$ cat config.mk
export PLATFORM = sky130hd
export DESIGN_NAME = aho_queue
export DESIGN_NICKNAME = d
export VERILOG_FILES = /design/src/rtl/aho_pkg.sv /design/src/rtl/aho_queue.sv
export SDC_FILE = /design/constraint.sdc
export NUM_CORES = 1
export LEC_CHECK = 0
export BUFFER_PORTS_ARGS = -buffer_cell sky130_fd_sc_hd__buf_4
export CORE_AREA = 2 2 172 174
export CTS_BUF_LIST = sky130_fd_sc_hd__clkbuf_4
export DETAILED_ROUTE_END_ITERATION = 10
export DIE_AREA = 0 0 174 176
export PLACE_DENSITY_LB_ADDON = 0.05
export SYNTH_ARGS = -nofsm -noshare
export SYNTH_HDL_FRONTEND = slang
export SYNTH_SLANG_ARGS = --single-unit
$ cat constraint.sdc
create_clock -name i_clk -period 4.56 [get_ports i_clk]
set_input_delay 0.912 -clock i_clk [delete_from_list [all_inputs] [get_ports i_clk]]
set_output_delay 0.912 -clock i_clk [all_outputs]
set_load 0.02 [all_outputs]
$ cat src/rtl/aho_pkg.sv
// Shared types and constants for the flat Aho-Corasick scanner.
`default_nettype none
package aho_pkg;

    localparam int STATE_W     = 10;
    localparam int SYMBOL_W    = 8;
    localparam int OFF_W       = 12;
    localparam int COUNT_W     = 5;
    localparam int IDX_W       = 12;
    localparam int IDV_W       = 16;
    localparam int POS_W       = 48;
    localparam int STATE_LIMIT = 1 << STATE_W;
    localparam int QUEUE_DEPTH = 4;
    localparam int QUEUE_AW    = 2;

    typedef enum logic [1:0] {
        OP_TRANS = 2'd0,
        OP_OUTS  = 2'd1,
        OP_ID    = 2'd2,
        OP_SCAN  = 2'd3
    } t_op;

    typedef struct packed {
        t_op                  op;
        logic [STATE_W-1:0]   state_index;
        logic [SYMBOL_W-1:0]  symbol;
        logic [STATE_W-1:0]   next_state;
        logic [OFF_W-1:0]     out_offset;
        logic [COUNT_W-1:0]   out_count;
        logic [IDX_W-1:0]     id_index;
        logic [IDV_W-1:0]     id_value;
        logic                 restart;
    } t_in_item;

    typedef struct packed {
        logic [POS_W-1:0]     end_position;
        logic [IDV_W-1:0]     match_id;
        logic                 last;
    } t_out_item;

    // Work passed from front to back; state_index carries the new state for scans.
    typedef struct packed {
        t_op                  op;
        logic [STATE_W-1:0]   state_index;
        logic [OFF_W-1:0]     out_offset;
        logic [COUNT_W-1:0]   out_count;
        logic [IDX_W-1:0]     id_index;
        logic [IDV_W-1:0]     id_value;
        logic [POS_W-1:0]     pos;
    } t_q_item;

endpackage
`default_nettype wire

$ cat src/rtl/aho_queue.sv
// Short FIFO between the front end and the match emitter.
`default_nettype none
module aho_queue
    import aho_pkg::*;
(
    input  wire logic    i_clk,
    input  wire logic    i_rst_n,
    input  wire logic    i_push,
    input  wire t_q_item i_item,
    output logic         o_full,
    input  wire logic    i_pop,
    output logic         o_valid,
    output t_q_item      o_item
);

    t_q_item             r_mem [QUEUE_DEPTH];
    logic [QUEUE_AW-1:0] r_wp;
    logic [QUEUE_AW-1:0] r_rp;
    logic [QUEUE_AW:0]   r_cnt;
    logic                w_wr;
    logic                w_rd;

    always_comb begin
        o_full  = r_cnt == (QUEUE_AW + 1)'(QUEUE_DEPTH);
        o_valid = r_cnt != '0;
        o_item  = r_mem[r_rp];
        w_wr    = i_push && !o_full;
        w_rd    = i_pop && o_valid;
    end

    always_ff @(posedge i_clk) begin
        if (w_wr) begin
            r_mem[r_wp] <= i_item;
        end
    end

    always_ff @(posedge i_clk) begin
        if (!i_rst_n) begin
            r_wp  <= '0;
            r_rp  <= '0;
            r_cnt <= '0;
        end else begin
            if (w_wr) begin
                r_wp <= r_wp + 1'b1;
            end
            if (w_rd) begin
                r_rp <= r_rp + 1'b1;
            end
            case ({w_wr, w_rd})
                2'b10:   r_cnt <= r_cnt + 1'b1;
                2'b01:   r_cnt <= r_cnt - 1'b1;
                default: ;
            endcase
        end
    end

endmodule
`default_nettype wire

# Word level (Yosys, flattened, before mapping)
# Memories as Yosys holds them, arrays and structs flattened. A register that Yosys moved wholly into a read port is not among the register bits.
# Index checks and enable logic that the tools add are counted.
# totals
regBits,7
ram_bits,420
inputBits,109
out_inout_bits,107
wordCells,21
memories,1
# mem_list
name,depth,word_bits,rd,rd_clocked_by_memory_dff,wr,line_no,source
r_mem,4,105,1,1,1,aho_queue.sv:16,t_q_item r_mem [QUEUE_DEPTH];
# op_classes
addsub,4
n_eq_ne,3
mux,5
n_reduce_logical,5
# op_table
cell,count
$pmux W3 S2,1
$add A2 B1 Y2 const B,2
$mux W2,2
$add A3 B1 Y3 const B,1
$eq A3 B3 Y1 const B,1
$reduce_bool A3 Y1,1
$sub A3 B1 Y3 const B,1
$eq A2 B1 Y1 const B,1
$eq A2 B2 Y1 const B,1
$logic_and A1 B1 Y1,2
$mux W1,2
$reduce_bool A2 Y1,1
$logic_not A1 Y1,1

# Logic depth before layout (Yosys ltp)
# logic_depth
ltp_word,5
mapped_depth,10
ltp_nobuf,9

# Least setup slack after synthesis
# No wires, ideal clock.
# synth_timing
kind,input-to-reg
startpoint,input i_push
endpoint,"memory r_mem[2][0] (netlist bit), enable pin"
setup_ns,0.476
arrival_time_ns,3.716
t_required_ns,4.084
slack_ns,0.368
cell_stages,3
n_path_buf,1
path_cell_list,nor2b_1 clkbuf_1 and2_1
# synth_via
elab_chain_cells,3
# synth_lines
element,line_no,source
"start, declared",aho_queue.sv:8,"input wire logic i_push,"
$logic_and A1 B1 Y1,aho_queue.sv:27,w_wr = i_push && !o_full;
$mux W1,aho_queue.sv:32,if (w_wr) begin
$mux W1 (not written as such),aho_queue.sv:33,r_mem[r_wp] <= i_item;
"end, declared",aho_queue.sv:16,
# No other way between the ends.

==> flow_summary.ini <==
[clock_network]
cts_tree = done
ctsRootBufferMaster = sky130_fd_sc_hd__clkbuf_4
cts_resized = 0
clk_pin_slew_worst_paths_ns = 0.07
cts_buf_count = 103
cts-hold-fix-buffers = 0
post_cts_buffers = 0
clock_sinks = 429
clk_path_buf_depth = 3
clock_latency_ns = 0.71
htreeDepth = 3

[synthesis]
async_reset_ff_share_pct = 0
syn_inst = 601
postSynth.topFlopCell = sky130_fd_sc_hd__edfxtp_1
ys_seq_area_share_pct = 81.8
ys_seq_elements = 429
ys_types = 22
syn_area_per_cell_um2 = 26.0
cell_area_synth_um2 = 15600
synth.yosys.warnings = 0
synth_edf_count = 420
synthesized_nets = 716

[layout]
drive_gt1_share_pct = 50.7
seqCellArea_um2 = 12800
final_net_count = 1022
final_cell_count_no_fill = 1373
syn_to_layout_area_delta_pct = 21.5
multiInputGateArea_um2 = 2650
most-common-layout-cells = sky130_fd_sc_hd__edfxtp_1, sky130_fd_sc_hd__buf_4, sky130_fd_sc_hd__clkbuf_4
filler_cell_count = 1974
final_common_cell = sky130_fd_sc_hd__edfxtp_1

[timing]
finalSetupTns_ns = 0
final_setup_violation_count = 0
period_needed_ns = 3.54
grt_setup_unrepaired = no
report.final.hold_viol_count = 0
slew_headroom_pct = 52.5
final.hold.worst_slack_ns = 0.396
fmaxAchievable_mhz = 282
worstMarginPinSlew_ns = 0.712
min_period_over_period_pct = 77.7
fin_skew_ns = 0.0247
final_max_slew_viol_count = 0

[route]
drt_first_pass_iters = 5
detailroute.via_count = 7355
dr.first_iter.drc_count = 478
dr_wl_met3_um = 2290
detail_routed_net_length_per_standard_cell_um = 21.6
postRouteAntennaNets = 0
finalWirelength_um = 29700
met1_length_um = 11600
dr_vias_cell = 5.36
drcViolationCount = 0
topRoutingLayerUsed = met5
route.met2.wl_um = 15100

[power_and_ir_drop]
power.net_switching_mw = 3.09
p_int_mw = 7.67
power_frac_clock_pct = 27.2
switching_share_pct = 28.7
static-leakage-power_nw = 6.48
powerDensity_nw_per_um2 = 566
pwr-share-comb_pct = 27.1
worst_ir_drop_vdd_mv = 0.346
p_seq_share_pct = 45.6

[floorplan]
dieHeight_um = 176
number_of_top_level_design_ports = 216
placeableCoreArea_um2 = 28500
dieArea_um2 = 30600
fp-row-count = 62
die_width_um = 174
start_util_pct = 54.8

[setup_path]
timing.critical_path.arrival_ns = 2.63
timing.critical_path.cells = buf_12 > mux4_2 > buf_4
critical_path.max_stage_delay_ns = 0.62
crit_path_end_kind = primary output
r2r_setup_slack_ns = 1.98
worstReg2RegEnd = r_mem[3][55]
crit-reg2reg-launch = r_cnt[0]
critical_path.startpoint_type = flip-flop
cp_slowest_cell = sky130_fd_sc_hd__mux4_2
r2r.worst_path.cells = 4
critPathKind = reg2out
path_buf_inv = 2
cpLargestDelayFamily = buffers and inverters
critical_path_required_ns = 3.65
worst-path-max-fanout = 72

[hold_path]
hold_path_startpoint = i_item[1]
hold_path_class = in2reg
timing.hold.worst_endpoint = r_mem[0][1]
whs_path_depth = 1

[global_routing]
overflow = 0
maximum_number_of_pins_on_one_net_before_global_route_repair = 93
grt_antenna_before_repair = 5
grtUsageTotal_pct = 20.1
first_global_vias = 8370
wire_length_of_the_first_global_routing_pass_um = 46000

[placed_design]
place.port_buffers = 215
routabilityCongestion = 0.719
dp.final_hpwl_um = 17700
post-place-cells = 1186

[flow_run]
drv.max_cap_violation_count = 0

[status]
run_status = complete, no violations
[worst max path at each step]
stage	depth (start not counted)	endpoint	slack, ns
6_report	3	o_item[72]	1.02
5_1_grt	3	o_item[72]	0.80
4_1_cts	3	o_item[72]	0.90
3_5_place_dp	4	r_mem[3][19]	1.49
3_3_place_gp	4	r_mem[3][14]	1.60
2_1_floorplan	3	r_mem[2][0]	0.37
[stage by stage]
step | area, µm² | setup WS [ns] | utilization [%] | total power, mW
2_1_floorplan | 15600 | 0.368 | - | 6.88
3_3_place_gp | 17700 | 1.60 | 62.1 | 7.92
3_5_place_dp | 17700 | 1.49 | 62.1 | 7.98
4_1_cts | 19000 | 0.903 | 66.5 | 10.9
5_1_grt | 19000 | 0.796 | 66.6 | 11.3
6_report | 19000 | 1.02 | 66.6 | 10.8
[cell type report]
cell class,count,area share (%)
inverters,6,0.119
repair buffers,227,9.30
multi-input cells,140,13.9
clock buffers,153,6.04
flip-flops and latches,429,67.4
diodes,4,0.0527
well taps,384,2.53
clock inverters,30,0.672
[worst register-to-register path, delay by kind of cell, from the launching register on]
family	cells	cell delay, ns
flops	1	0.42
simple gates	3	1.31
buf+inv	1	0.46
[metal layers]
metal  vias to the layer above  track usage [%]
li1                       3268                -
met1                      3771             24.7
met2                       263             33.5
met3                        51             6.87
met4                         2             7.88
met5                         -                0
[logic make-up (layout without fill, tap and decap cells)]
kind of cell	count (synthesis)	count (layout)	share of synthesized area, %
AND/OR/NAND/NOR	18	18	0.648
adder cells (fa/ha/maj)	6	6	0.528
buffers and inverters	32	416	1.34
multiplexers	107	107	15.2
other	0	4	0
AO/OA/AOI/OAI	5	5	0.224
XOR/XNOR	4	4	0.224
flip-flops	429	429	81.8
[power by group through the flow]
stage | Clock (mW) | Combinational (mW) | Sequential [mW]
after floorplan | 0 | 1.95 | 4.93
final | 2.93 | 2.92 | 4.91
after global placement | 0 | 2.95 | 4.97
after global routing | 3.25 | 3.11 | 4.95
after detailed placement | 0 | 2.98 | 5.00
after CTS | 3.03 | 2.98 | 4.92
[Yosys cell counts (2+ instances only)]
cell                       number  area share, %
sky130_fd_sc_hd__edfxtp_1     420             81
sky130_fd_sc_hd__mux4_2       105             15
sky130_fd_sc_hd__buf_2         12           0.38
sky130_fd_sc_hd__dfxtp_1        9            1.2
sky130_fd_sc_hd__and2_1         7           0.28
sky130_fd_sc_hd__clkbuf_1       7           0.17
sky130_fd_sc_hd__buf_8          6           0.58
sky130_fd_sc_hd__inv_1          6           0.14
sky130_fd_sc_hd__ha_1           5           0.40
sky130_fd_sc_hd__nand2_1        5           0.12
sky130_fd_sc_hd__nor2b_1        3           0.12
sky130_fd_sc_hd__xnor2_1        3           0.17
sky130_fd_sc_hd__mux2i_1        2           0.13
sky130_fd_sc_hd__o21ai_0        2          0.064
sky130_fd_sc_hd__or3_1          2          0.080
[sequential cells by signal (all words and copies together), names as in the netlist, named ones only]
signal / count
r_rp: 2
r_mem: 420
r_wp: 2
r_cnt: 3
Note: power is estimated with default switching activity, not from simulation.
